--- config.mk ---
export PLATFORM = sky130hd
export DESIGN_NAME = sprite_frame_sequencer_core
export DESIGN_NICKNAME = d
export VERILOG_FILES = /design/src/hdl/sfs_pkg.sv /design/src/hdl/sfs_ram.sv /design/src/hdl/sprite_frame_sequencer_core.sv
export SDC_FILE = /design/constraint.sdc
export NUM_CORES = 2
export LEC_CHECK = 0
export BUFFER_PORTS_ARGS = -buffer_cell sky130_fd_sc_hd__buf_2
export CAP_MARGIN = 40
export CORE_MARGIN = 2
export CORE_UTILIZATION = 56
export DETAILED_ROUTE_END_ITERATION = 12
export GPL_ROUTABILITY_DRIVEN = 0
export GPL_TIMING_DRIVEN = 0
export PLACE_DENSITY = 0.72
export REMOVE_ABC_BUFFERS = 1
export SLEW_MARGIN = 20
export SYNTH_ARGS = -nofsm -noshare
export SYNTH_HDL_FRONTEND = slang
export SYNTH_SLANG_ARGS = --single-unit
--- constraint.sdc ---
create_clock -name clk -period 10.8 [get_ports clk]
set_clock_uncertainty 0.2 [all_clocks]
set_input_delay 2.16 -clock clk [delete_from_list [all_inputs] [get_ports clk]]
set_output_delay 2.16 -clock clk [all_outputs]
set_load 0.03 [all_outputs]
--- src/hdl/sfs_pkg.sv ---
`timescale 1ns / 1ps
`default_nettype none
package sfs_pkg;

	// Default sizes for the top-level parameters.
	localparam int MAX_FRAMES_DEF = 64;
	localparam int TIME_BITS_DEF  = 24;

	// Fixed field widths.
	localparam int FRAME_W   = 7;
	localparam int IDX_W     = 6;
	localparam int VALUE_W   = 24;
	localparam int PASS_W    = 8;
	localparam int STEP_W    = 16;
	localparam int CFG_IDX_W = 3;
	localparam int CFG_W     = 16;

	// Item modes.
	localparam logic [1:0] MODE_TICK     = 2'd0;
	localparam logic [1:0] MODE_WR_MAIN  = 2'd1;
	localparam logic [1:0] MODE_WR_REP   = 2'd2;
	localparam logic [1:0] MODE_RESTART  = 2'd3;

	// Configuration register indexes.
	localparam logic [CFG_IDX_W-1:0] CFG_MAIN_START   = 3'd0;
	localparam logic [CFG_IDX_W-1:0] CFG_MAIN_END     = 3'd1;
	localparam logic [CFG_IDX_W-1:0] CFG_REPEAT_START = 3'd2;
	localparam logic [CFG_IDX_W-1:0] CFG_REPEAT_END   = 3'd3;
	localparam logic [CFG_IDX_W-1:0] CFG_LOOP_FOREVER = 3'd4;
	localparam logic [CFG_IDX_W-1:0] CFG_PASS_TARGET  = 3'd5;
	localparam logic [CFG_IDX_W-1:0] CFG_TIME_STEP    = 3'd6;

	// Configuration reset values.
	localparam logic [IDX_W-1:0]  RST_MAIN_START   = 6'd0;
	localparam logic [IDX_W-1:0]  RST_MAIN_END     = 6'd63;
	localparam logic [IDX_W-1:0]  RST_REPEAT_START = 6'd63;
	localparam logic [IDX_W-1:0]  RST_REPEAT_END   = 6'd63;
	localparam logic              RST_LOOP_FOREVER = 1'b0;
	localparam logic [PASS_W-1:0] RST_PASS_TARGET  = 8'd1;
	localparam logic [STEP_W-1:0] RST_TIME_STEP    = 16'd16667;

	localparam logic [PASS_W-1:0] PASS_MAX = 8'd255;

endpackage
`default_nettype wire

--- src/hdl/sfs_ram.sv ---
`timescale 1ns / 1ps
`default_nettype none
module sfs_ram #(
	parameter int WIDTH = 24,
	parameter int DEPTH = 64
) (
	input  wire logic                     clk,
	input  wire logic                     we,
	input  wire logic [$clog2(DEPTH)-1:0] waddr,
	input  wire logic [WIDTH-1:0]         wdata,
	input  wire logic [$clog2(DEPTH)-1:0] raddr,
	output logic      [WIDTH-1:0]         rdata
);

	logic [WIDTH-1:0] mem [DEPTH];

	always_ff @(posedge clk) begin
		if (we) begin
			mem[waddr] <= wdata;
		end
		rdata <= mem[raddr];
	end

endmodule
`default_nettype wire

--- src/hdl/sprite_frame_sequencer_core.sv ---
`timescale 1ns / 1ps
`default_nettype none
// Animation frame sequencer.
// Input beats (in_valid/in_ready) carry a mode: a tick, a write of one entry of
// the main or repeat interval table, or a restart of the run. Only a tick makes
// an output beat (out_valid/out_ready) with the frame to show, the hold flag,
// the cycle flag and the pass count. Table writes and restarts make no beat.
// A tick's result sits in the output register on the cycle after acceptance.
// One item is taken every cycle unless the receiver stalls. Each interval table is
// a one-port-write RAM with a registered read; the read address is formed from
// the next-state frame, so the interval for the coming tick is always waiting
// in the RAM output, and a table write to that very entry is forwarded.
// When the receiver stalls, the output register holds its beat and in_ready
// drops until it is taken; an item arriving while the beat leaves is taken in
// the same cycle. Reset restores the configuration defaults and clears the run
// state; the table contents are not cleared and must be written before use.
// Configuration writes (cfg_we, cfg_index, cfg_data) take effect at once.
module sprite_frame_sequencer_core
	import sfs_pkg::*;
#(
	parameter int MAX_FRAMES = MAX_FRAMES_DEF,
	parameter int TIME_BITS  = TIME_BITS_DEF
) (
	input  wire logic                 clk,
	input  wire logic                 arst_n,
	input  wire logic                 cfg_we,
	input  wire logic [CFG_IDX_W-1:0] cfg_index,
	input  wire logic [CFG_W-1:0]     cfg_data,
	input  wire logic                 in_valid,
	output logic                      in_ready,
	input  wire logic [1:0]           mode,
	input  wire logic [IDX_W-1:0]     entry_index,
	input  wire logic [VALUE_W-1:0]   entry_value,
	output logic                      out_valid,
	input  wire logic                 out_ready,
	output logic      [IDX_W-1:0]     frame_index,
	output logic                      frame_held,
	output logic                      cycle_flag,
	output logic      [PASS_W-1:0]    passes_done
);

	localparam int AW = (MAX_FRAMES > 1) ? $clog2(MAX_FRAMES) : 1;
	localparam int OW = (AW > FRAME_W) ? AW : FRAME_W;
	localparam int SW = ((TIME_BITS > STEP_W) ? TIME_BITS : STEP_W) + 1;
	localparam logic [SW-1:0] TMAX = SW'((64'd1 << TIME_BITS) - 64'd1);
	localparam logic [OW-1:0] DEPTH_O = OW'(MAX_FRAMES);

	// Configuration registers.
	logic [IDX_W-1:0]  main_start_q, main_end_q, repeat_start_q, repeat_end_q;
	logic              loop_forever_q;
	logic [PASS_W-1:0] pass_target_q;
	logic [STEP_W-1:0] time_step_q;
	logic [IDX_W-1:0]  main_start_d, repeat_start_d;

	// Run state.
	logic [TIME_BITS-1:0] elapsed_q, n_elapsed;
	logic [FRAME_W-1:0]   frame_q, n_frame;
	logic [PASS_W-1:0]    pass_q, n_pass;
	logic                 rep_q, n_rep, hold_q, n_hold;
	logic [FRAME_W-1:0]   shown;

	// Table read side.
	logic [TIME_BITS-1:0] rd_main, rd_rep;
	logic                 oor_m_q, oor_r_q, byp_m_q, byp_r_q;
	logic [TIME_BITS-1:0] byp_data_q;
	logic [OW-1:0]        off_m, off_r, wr_off;
	logic                 wr_ok, we_m, we_r;
	logic [TIME_BITS-1:0] wr_val, iv_main, iv_rep, interval;

	// Output register.
	logic              out_valid_q;
	logic [IDX_W-1:0]  frame_index_q;
	logic              frame_held_q, cycle_flag_q;
	logic [PASS_W-1:0] passes_done_q;

	logic accept, tick;

	assign in_ready = !out_valid_q || out_ready;
	assign accept   = in_valid && in_ready;
	assign tick     = accept && (mode == MODE_TICK);

	assign main_start_d   = (cfg_we && cfg_index == CFG_MAIN_START)
	                        ? cfg_data[IDX_W-1:0] : main_start_q;
	assign repeat_start_d = (cfg_we && cfg_index == CFG_REPEAT_START)
	                        ? cfg_data[IDX_W-1:0] : repeat_start_q;

	always_ff @(posedge clk or negedge arst_n) begin
		if (!arst_n) begin
			main_start_q   <= RST_MAIN_START;
			main_end_q     <= RST_MAIN_END;
			repeat_start_q <= RST_REPEAT_START;
			repeat_end_q   <= RST_REPEAT_END;
			loop_forever_q <= RST_LOOP_FOREVER;
			pass_target_q  <= RST_PASS_TARGET;
			time_step_q    <= RST_TIME_STEP;
		end else if (cfg_we) begin
			case (cfg_index)
				CFG_MAIN_START:   main_start_q   <= cfg_data[IDX_W-1:0];
				CFG_MAIN_END:     main_end_q     <= cfg_data[IDX_W-1:0];
				CFG_REPEAT_START: repeat_start_q <= cfg_data[IDX_W-1:0];
				CFG_REPEAT_END:   repeat_end_q   <= cfg_data[IDX_W-1:0];
				CFG_LOOP_FOREVER: loop_forever_q <= cfg_data[0];
				CFG_PASS_TARGET:  pass_target_q  <= cfg_data[PASS_W-1:0];
				CFG_TIME_STEP:    time_step_q    <= cfg_data[STEP_W-1:0];
				default: ;
			endcase
		end
	end

	// Interval of the current frame, from the table the run is in.
	assign iv_main  = oor_m_q ? '0 : (byp_m_q ? byp_data_q : rd_main);
	assign iv_rep   = oor_r_q ? '0 : (byp_r_q ? byp_data_q : rd_rep);
	assign interval = (rep_q && !loop_forever_q) ? iv_rep : iv_main;

	always_comb begin
		logic [SW-1:0]     sum;
		logic [PASS_W-1:0] pc;
		n_elapsed = elapsed_q;
		n_frame   = frame_q;
		n_pass    = pass_q;
		n_rep     = rep_q;
		n_hold    = hold_q;
		shown     = frame_q;
		sum       = SW'(elapsed_q) + SW'(time_step_q);
		pc        = (pass_q == PASS_MAX) ? pass_q : pass_q + 1'b1;
		if (accept && mode == MODE_RESTART) begin
			n_elapsed = '0;
			n_frame   = {1'b0, main_start_q};
			n_pass    = '0;
			n_rep     = 1'b0;
			n_hold    = 1'b0;
		end else if (tick) begin
			n_elapsed = (sum > TMAX) ? TMAX[TIME_BITS-1:0] : sum[TIME_BITS-1:0];
			if (n_elapsed >= interval) begin
				n_elapsed = '0;
				n_frame   = frame_q + 1'b1;
			end
			if (!loop_forever_q) begin
				if (rep_q) begin
					if (n_frame == {1'b0, repeat_end_q}) begin
						n_hold = 1'b1;
					end else if (n_frame > {1'b0, repeat_end_q}) begin
						n_frame = {1'b0, repeat_start_q};
						n_hold  = 1'b0;
					end
				end else if (n_frame == {1'b0, main_end_q}) begin
					n_hold = 1'b1;
				end else if (n_frame > {1'b0, main_end_q}) begin
					n_pass = pc;
					n_hold = 1'b0;
					if (pc >= pass_target_q) begin
						n_rep   = 1'b1;
						n_frame = {1'b0, repeat_start_q};
					end else begin
						n_frame = {1'b0, main_start_q};
					end
				end
				shown = n_frame;
			end else begin
				n_rep = 1'b0;
				shown = n_frame;
				if (n_frame == {1'b0, main_end_q}) begin
					n_hold = 1'b1;
				end else if (n_frame > {1'b0, main_end_q}) begin
					n_frame = {1'b0, main_start_q};
					n_pass  = pc;
					n_hold  = 1'b0;
					n_rep   = 1'b1;
					shown   = {1'b0, main_end_q};
				end
			end
		end
	end

	always_ff @(posedge clk or negedge arst_n) begin
		if (!arst_n) begin
			elapsed_q <= '0;
			frame_q   <= {1'b0, RST_MAIN_START};
			pass_q    <= '0;
			rep_q     <= 1'b0;
			hold_q    <= 1'b0;
		end else begin
			elapsed_q <= n_elapsed;
			frame_q   <= n_frame;
			pass_q    <= n_pass;
			rep_q     <= n_rep;
			hold_q    <= n_hold;
		end
	end

	// Read offsets follow the next-state frame, so the RAM output lines up
	// with the state register on the following cycle.
	assign off_m  = OW'(FRAME_W'(n_frame - {1'b0, main_start_d}));
	assign off_r  = OW'(FRAME_W'(n_frame - {1'b0, repeat_start_d}));
	assign wr_off = OW'(entry_index);
	assign wr_ok  = wr_off < DEPTH_O;
	assign wr_val = TIME_BITS'(entry_value);
	assign we_m   = accept && (mode == MODE_WR_MAIN) && wr_ok;
	assign we_r   = accept && (mode == MODE_WR_REP) && wr_ok;

	always_ff @(posedge clk or negedge arst_n) begin
		if (!arst_n) begin
			oor_m_q <= 1'b1;
			oor_r_q <= 1'b1;
			byp_m_q <= 1'b0;
			byp_r_q <= 1'b0;
		end else begin
			oor_m_q <= off_m >= DEPTH_O;
			oor_r_q <= off_r >= DEPTH_O;
			byp_m_q <= we_m && (wr_off == off_m);
			byp_r_q <= we_r && (wr_off == off_r);
		end
	end

	always_ff @(posedge clk) begin
		byp_data_q <= wr_val;
	end

	sfs_ram #(
		.WIDTH (TIME_BITS),
		.DEPTH (MAX_FRAMES)
	) u_main_ram (
		.clk   (clk),
		.we    (we_m),
		.waddr (wr_off[AW-1:0]),
		.wdata (wr_val),
		.raddr (off_m[AW-1:0]),
		.rdata (rd_main)
	);

	sfs_ram #(
		.WIDTH (TIME_BITS),
		.DEPTH (MAX_FRAMES)
	) u_rep_ram (
		.clk   (clk),
		.we    (we_r),
		.waddr (wr_off[AW-1:0]),
		.wdata (wr_val),
		.raddr (off_r[AW-1:0]),
		.rdata (rd_rep)
	);

	always_ff @(posedge clk or negedge arst_n) begin
		if (!arst_n) begin
			out_valid_q <= 1'b0;
		end else if (tick) begin
			out_valid_q <= 1'b1;
		end else if (out_ready) begin
			out_valid_q <= 1'b0;
		end
	end

	always_ff @(posedge clk) begin
		if (tick) begin
			frame_index_q <= shown[IDX_W-1:0];
			frame_held_q  <= n_hold;
			cycle_flag_q  <= n_rep;
			passes_done_q <= n_pass;
		end
	end

	assign out_valid   = out_valid_q;
	assign frame_index = frame_index_q;
	assign frame_held  = frame_held_q;
	assign cycle_flag  = cycle_flag_q;
	assign passes_done = passes_done_q;

endmodule
`default_nettype wire

=== Word level (Yosys, flattened, before mapping) ===
Memories as Yosys holds them, arrays and structs flattened. A register that Yosys moved wholly into a read port is not among the register bits.
Index checks and enable logic that the tools add are counted.

* Register bits after elaboration: 135
* RAM bits: 3072
* Output and inout port bits: 18
* Memories kept: 2

* Add/sub/neg operators: 5
* Order comparisons: 8
* Equal/unequal tests: 14
* Muxes and demuxes: 59
* Reductions and logical operators: 26

{| class="wikitable"
|+ Memory list
! memory !! words !! bits a word !! rd ports !! clocked after memory_dff !! wr ports !! RTL line !! text
|-
| u_main_ram.mem || 64 || 24 || 1 || 1 || 1 || sfs_ram.sv:15 || <nowiki>logic [WIDTH-1:0] mem [DEPTH];</nowiki>
|-
| u_rep_ram.mem || 64 || 24 || 1 || 1 || 1 || sfs_ram.sv:15 ||
|}

{| class="wikitable"
|+ Operator list
! kind !! count
|-
| $mux 24 || 9
|-
| $mux 7 || 13
|-
| $mux 8 || 7
|-
| $mux 6 || 7
|-
| $add 24x16->25 || 1
|-
| $gt 25x24->1 const B || 1
|-
| $ge 24x24->1 || 1
|-
| $mux 1 || 23
|-
| $eq 6x7->1 || 2
|-
| $eq 7x6->1 || 2
|-
| $ge 7x7->1 const B || 2
|-
| $gt 7x6->1 || 2
|-
| $reduce_and 2->1 || 7
|-
| $sub 7x6->7 || 2
|-
| $logic_and 1x1->1 || 12
|-
| $eq 3x3->1 const B || 3
|-
| $add 8x1->8 const B || 1
|-
| $eq 8x8->1 const B || 1
|-
| $ge 8x8->1 || 1
|-
| $add 7x1->7 const B || 1
|-
| $lt 6x7->1 const B || 1
|-
| $eq 3x2->1 const B || 2
|-
| $eq 2x2->1 const B || 2
|-
| $reduce_bool 2->1 || 2
|-
| 6 further kinds || 7
|}

=== Depth between registers and ports, before layout ===
* Word-level depth: 17
* Gate-level depth with buffers: 40
* Depth with buffers taken out: 39

=== Cells and area by module ===
A second synthesis with hierarchy kept.

* Cell total of the unflattened synthesis: 6113
* Area, all modules: 127582.4 µm²

{| class="wikitable"
|+ Modules (own cells, without submodules)
! module !! times used !! cells each !! area an instance (µm²) !! seq. area each (µm²)
|-
| sfs_ram || 2 || 2610 || 59295.6 || 46604.7
|-
| sprite_frame_sequencer_core || 1 || 893 || 8991.1 || 3372.0
|}

=== Worst setup path before layout ===
No wires, ideal clock.

* Path type: reg2reg
* From: register time_step_q[0]
* To: register u_main_ram.rdata[10], read port of u_main_ram.mem
* Library setup time: 0.132 ns
* Arrival: 9.133 ns
* Required time: 10.468 ns
* Path slack: 1.335 ns
* Stages on the path, launching flop included: 39
* Path buffers: 4
* Path through: dfstp_2 ha_1 inv_1 fa_1 nor2b_1 o21ai_0 a21boi_0 o21ai_0 a21oi_1 a21oi_1 nor3_1 nor2_1 mux2i_1 ha_1 and2_4 a221o_1 a221oi_4 mux2_2 [... 3 more ...] o21a_1 o21a_1 o21ai_0 a211oi_1 a21oi_4 o221ai_1 a31oi_1 o22ai_1 ha_1 fa_1 clkbuf_1 clkbuf_1 clkbuf_1 clkbuf_1 mux4_2 mux4_2 mux2i_1 a21oi_1

* Word-level cells in the longest chain between the ends: 15
* Elaborated cells on any way between the ends: 22
* Classes of those cells: add/sub (2); order compare (4); eq/ne (2); mux (14)

{| class="wikitable"
|+ Ends and longest elaborated chain
! item !! RTL line !! text
|-
| from (decl) || sprite_frame_sequencer_core.sv:52 || <nowiki>logic [STEP_W-1:0] time_step_q;</nowiki>
|-
| from (signal assigned) || sprite_frame_sequencer_core.sv:104 || <nowiki>CFG_TIME_STEP: time_step_q <= cfg_data[STEP_W-1:0];</nowiki>
|-
| $add 24x16->25 (*) || sprite_frame_sequencer_core.sv:124 || <nowiki>sum = SW'(elapsed_q) + SW'(time_step_q);</nowiki>
|-
| $gt 25x24->1 || sprite_frame_sequencer_core.sv:133 || <nowiki>n_elapsed = (sum > TMAX) ? TMAX[TIME_BITS-1:0] : sum[TIME_BITS-1:0];</nowiki>
|-
| $mux 24 (*) || sprite_frame_sequencer_core.sv:133 ||
|-
| $ge 24x24->1 (*) || sprite_frame_sequencer_core.sv:134 || <nowiki>if (n_elapsed >= interval) begin</nowiki>
|-
| $mux 7 (*) || sprite_frame_sequencer_core.sv:134 ||
|-
| $mux 7 (*) || sprite_frame_sequencer_core.sv:132 || <nowiki>end else if (tick) begin</nowiki>
|-
| $mux 7 (*) || sprite_frame_sequencer_core.sv:126 || <nowiki>if (accept && mode == MODE_RESTART) begin</nowiki>
|-
| $gt 7x6->1, on equally long branches || sprite_frame_sequencer_core.sv:148, sprite_frame_sequencer_core.sv:164, sprite_frame_sequencer_core.sv:142 ||
|-
| $mux 7, on equally long branches || sprite_frame_sequencer_core.sv:148, sprite_frame_sequencer_core.sv:142 ||
|-
| $mux 7, on equally long branches || sprite_frame_sequencer_core.sv:146, sprite_frame_sequencer_core.sv:140 ||
|-
| $mux 7 || sprite_frame_sequencer_core.sv:139 || <nowiki>if (rep_q) begin</nowiki>
|-
| $mux 7 (*) || sprite_frame_sequencer_core.sv:138 || <nowiki>if (!loop_forever_q) begin</nowiki>
|-
| $mux 7 (*) || sprite_frame_sequencer_core.sv:132 ||
|-
| $mux 7 (*) || sprite_frame_sequencer_core.sv:126 ||
|-
| $sub 7x6->7 (*) || sprite_frame_sequencer_core.sv:193 || <nowiki>assign off_m = OW'(FRAME_W'(n_frame - {1'b0, main_start_d}));</nowiki>
|-
| to (decl) || sfs_ram.sv:12 || <nowiki>output logic [WIDTH-1:0] rdata</nowiki>
|}

Mark *: on every way between the ends. The rest lies on a longest branch, timed or not. The select of a mux whose other input is x is not followed.
A chain may end at the register's enable or synchronous reset.

=== Worst setup path in the final report ===
* From: register time_step_q[0]
* To: register u_rep_ram.rdata[12], read port of u_rep_ram.mem

* Word-level cells in the longest chain between the ends: 15
* Elaborated cells on any way between the ends: 22
* Classes of those cells: add/sub (2); order compare (4); eq/ne (2); mux (14)

{| class="wikitable"
|+ Ends and longest elaborated chain
! item !! RTL line !! text
|-
| $add 24x16->25 (*) || sprite_frame_sequencer_core.sv:124 ||
|-
| $gt 25x24->1 || sprite_frame_sequencer_core.sv:133 ||
|-
| $mux 24 (*) || sprite_frame_sequencer_core.sv:133 ||
|-
| $ge 24x24->1 (*) || sprite_frame_sequencer_core.sv:134 ||
|-
| $mux 7 (*) || sprite_frame_sequencer_core.sv:134 ||
|-
| $mux 7 (*) || sprite_frame_sequencer_core.sv:132 ||
|-
| $mux 7 (*) || sprite_frame_sequencer_core.sv:126 ||
|-
| $gt 7x6->1, on equally long branches || sprite_frame_sequencer_core.sv:148, sprite_frame_sequencer_core.sv:164, sprite_frame_sequencer_core.sv:142 ||
|-
| $mux 7, on equally long branches || sprite_frame_sequencer_core.sv:148, sprite_frame_sequencer_core.sv:142 ||
|-
| $mux 7, on equally long branches || sprite_frame_sequencer_core.sv:146, sprite_frame_sequencer_core.sv:140 ||
|-
| $mux 7 || sprite_frame_sequencer_core.sv:139 ||
|-
| $mux 7 (*) || sprite_frame_sequencer_core.sv:138 ||
|-
| $mux 7 (*) || sprite_frame_sequencer_core.sv:132 ||
|-
| $mux 7 (*) || sprite_frame_sequencer_core.sv:126 ||
|-
| $sub 7x6->7 (*) || sprite_frame_sequencer_core.sv:194 || <nowiki>assign off_r = OW'(FRAME_W'(n_frame - {1'b0, repeat_start_d}));</nowiki>
|-
| to (decl) || sfs_ram.sv:12 ||
|}

Marks and branches as above.

==> impl_results.md <==
- Final worst-path cycle share: 98.1%
- Register area share after synthesis: 76.2%
- Synth top area share: around three quarters
- Worst Tran Pin Value: 0.910 ns
- Die span in y: 480 um
- Slew Viols, Final: 0
- Ys flop type: edfxtp_1
- Hold Path Origin: elapsed_q[0]
- Max Freq: 0.0944 GHz
- Vias in the first global route: 63500
- Slowest stage delay, CP: 0.88 ns
- Share of cells above drive strength 1: approximately 34%
- Place WS: -2.11 ns
- Net Sw Power: 15.9 mW
- Commonest cells after routing, fill and taps aside: edfxtp_1, mux4_2, clkbuf_16
- Internal power: ~30 mW
- Finished Cell Area: 149000 um2
- Width of the die: 480 um
- Core area: 225000 um2
- Commonest non-fill, non-tap cell in the layout: edfxtp_1
- Final Net Count: 6220
- Crit-path max FO: 36
- CP max stage cell: fa_4
- Area growth syn-to-layout: 17.4%
- DRC viols: 0
- Hold Path Sink: elapsed_q[0]
- Power Density: 308 nW/um2
- Initial core utilization: a little under three fifths
- Clk slew on worst S/H paths: 0.07 ns
- Layout Utilization: 66.2%
- Die area: about 230000 um2
- First-pass GRT wire length: 458000 um
- Top post-synthesis cells by area: edfxtp_1, mux4_2, dfrtp_1, dfxtp_1, mux2i_1
- Final setup vio count: 0
- Seq pwr share: a little under a third
- Router iterations before antenna repair: 8
- Worst path required time: 11.40 ns
- Routed WL per cell: between 30 and 40 um
- Total Routing Usage GR: 28.1%
- P_leak: between 40 and 50 nW
- Comb pwr share: 45.1%
- Fill cells: 13300
- CP arrival: 11.19 ns
- CTS Sinks: ~3300
- Setup WS post-layout: about 0.21 ns
- Terminus of the critical flop-to-flop path: u_rep_ram.rdata[12]
- Mapped Area: about 130000 um2
- Max-slew headroom: 39.4%
- Vias: 63100
- HPWL after detailed placement: 190000 um
- Register area: approximately 97000 um2
- Worst R2R Start: time_step_q[0]
- Worst Reg-to-Reg Cells: 42
- Routed WL: between 300000 and 400000 um
- Outcome: completed
- Number of violations of the max-capacitance limit: 0
- Hold Path Class: flop to flop
- Largest net degree at the start of global routing: 98
- Final TNS setup: 0 ns
- Initial DRC Count: around 9500
- Endpoints failing hold: 0
- Area of the multi-input gates: 30500 um2
- CTS root buf: clkbuf_16
- Port buffer count: 73
- Gr ovfl total: 0
- Worst vdd ir: ~0.23 mV
- Max clock buf depth: 4
- Yosys Warn Count: 0
- Clk Latency, worst-skew pair: 0.97 ns
- I/O pin cnt: 74
- Worst reg-to-reg setup slack: roughly 0.21 ns
- Sw Share: a little over a third
- Via density: 6.77
- Yosys top cell by area: edfxtp_1
- Clock share of power: a little under a quarter
- TritonCTS buffer count: around 330
- Ys async rst share: about 2.9%
- Dpl cell area: 137000 um2
- Antenna violations before repair: 13
- Htree depth: 5
- Worst setup SP type: flop
- Row count: 174
- Final ANT Viol Nets: 0
- Synth unique cells: 70
- Cells on Worst Hold Path: 2
- CP Capture Type: flop
- FF+latch count, synth: 3255
- Syn Inst Count: 5585
- Critical path type: flop to flop
- Mean Syn Cell Area: 22.7 um2
- EDFF count, synth: 3088
- Final Critical Period: 10.59 ns
- CTS tree: built
[cell usage after synthesis (all sizes together) (14+ instances only)]
library cell	n
a211oi	51
a21o	17
a21oi	95
a22o	19
buf	93
clkbuf	192
dfrtp	68
dfstp	27
dfxtp	72
edfxtp	3088
ha	74
inv	54
mux2	54
mux2i	112
mux4	960
nand2	85
nand3	19
nand4	17
nor2	173
nor2b	57
nor3	14
o21ai	43
o22a	24
xnor2	31
xor2	17
[sequential cells by signal (all words and copies together) (netlist names), 7 cells and up]
register,flops
byp_data_q,24
elapsed_q,24
frame_q,7
pass_q,8
pass_target_q,8
passes_done,8
time_step_q,16
u_main_ram.mem,1536
u_main_ram.rdata,24
u_rep_ram.mem,1536
u_rep_ram.rdata,24
[critical path: cells and delay by family, from the launching register on]
kind | cells | cell delay (ns)
mux | 5 | 1.54
compound gates | 16 | 3.27
fa+ha+maj | 5 | 1.93
buf+inv | 9 | 1.70
simple gates | 7 | 1.14
flops | 1 | 0.53
[worst max path at each step]
stage / from / end / slack [ns] / cells past startpoint
final: time_step_q[0] / u_rep_ram.rdata[12] / 0.21 / 42
after global routing: time_step_q[0] / u_main_ram.rdata[2] / -0.05 / 44
after CTS: time_step_q[0] / u_main_ram.rdata[11] / 0.005 / 46
after detailed placement: time_step_q[0] / u_main_ram.rdata[10] / -2.11 / 39
after global placement: time_step_q[0] / u_main_ram.rdata[21] / -22.67 / 33
after floorplan: time_step_q[0] / u_main_ram.rdata[0] / -12.29 / 34
[per-layer routing]
layer	GRT usage (%)	wire [um]
met5	0	7
met4	11.9	13800
met1	38.7	120000
met3	4.87	31600
met2	45.0	160000
[kinds of logic after synthesis]
family                     Yosys count  synth area share [%]
and+or+nand+nor                    412                  1.51
DFF                               3255                  76.2
muxes                             1126                  18.4
AOI/OAI and AO/OA                  328                  1.78
adders and majority gates           77                 0.777
buffers and inverters              339                  1.03
xor gates and xnor gates            48                 0.331
[power groups by stage]
stage / registers, mW / logic (mW) / clock network, mW
2_1_floorplan: 14.4 / 13.8 / 0
3_3_place_gp: 14.5 / 14.8 / 0
3_5_place_dp: 14.5 / 19.1 / 0
4_1_cts: 14.2 / 20.0 / 11.0
5_1_grt: 14.2 / 21.3 / 11.5
6_report: 14.2 / 20.7 / 10.9
[cell type report]
type	instances	area share [%]
repair buffers	455	5.16
inverters	54	0.136
clock inverters	164	0.876
clock buffers	405	5.94
multi-input cells	1992	20.5
diodes	12	0.0202
flip-flops and latches	3255	64.9
well taps	2992	2.51
[through the flow]
stage | std cells | hold WS [ns] | power, mW
global route | 9324 | 0.326 | 47.0
global placement | 8365 | 0.270 | 29.2
finish | 9329 | 0.296 | 45.8
CTS | 9290 | 0.300 | 45.3
floorplan | 5300 | 0.254 | 28.2
detailed placement | 8685 | 0.285 | 33.6
[timing repair]
action / in CTS / in global routing
hold buffers: 0 / 0
setup buffers: 32 / 15
resized for setup: 56 / 37
gates cloned: 4 / 6
endpoints found under the setup margin: 49 / 48
pin swaps: 17 / 14
Power figures use the tool's default switching activity.
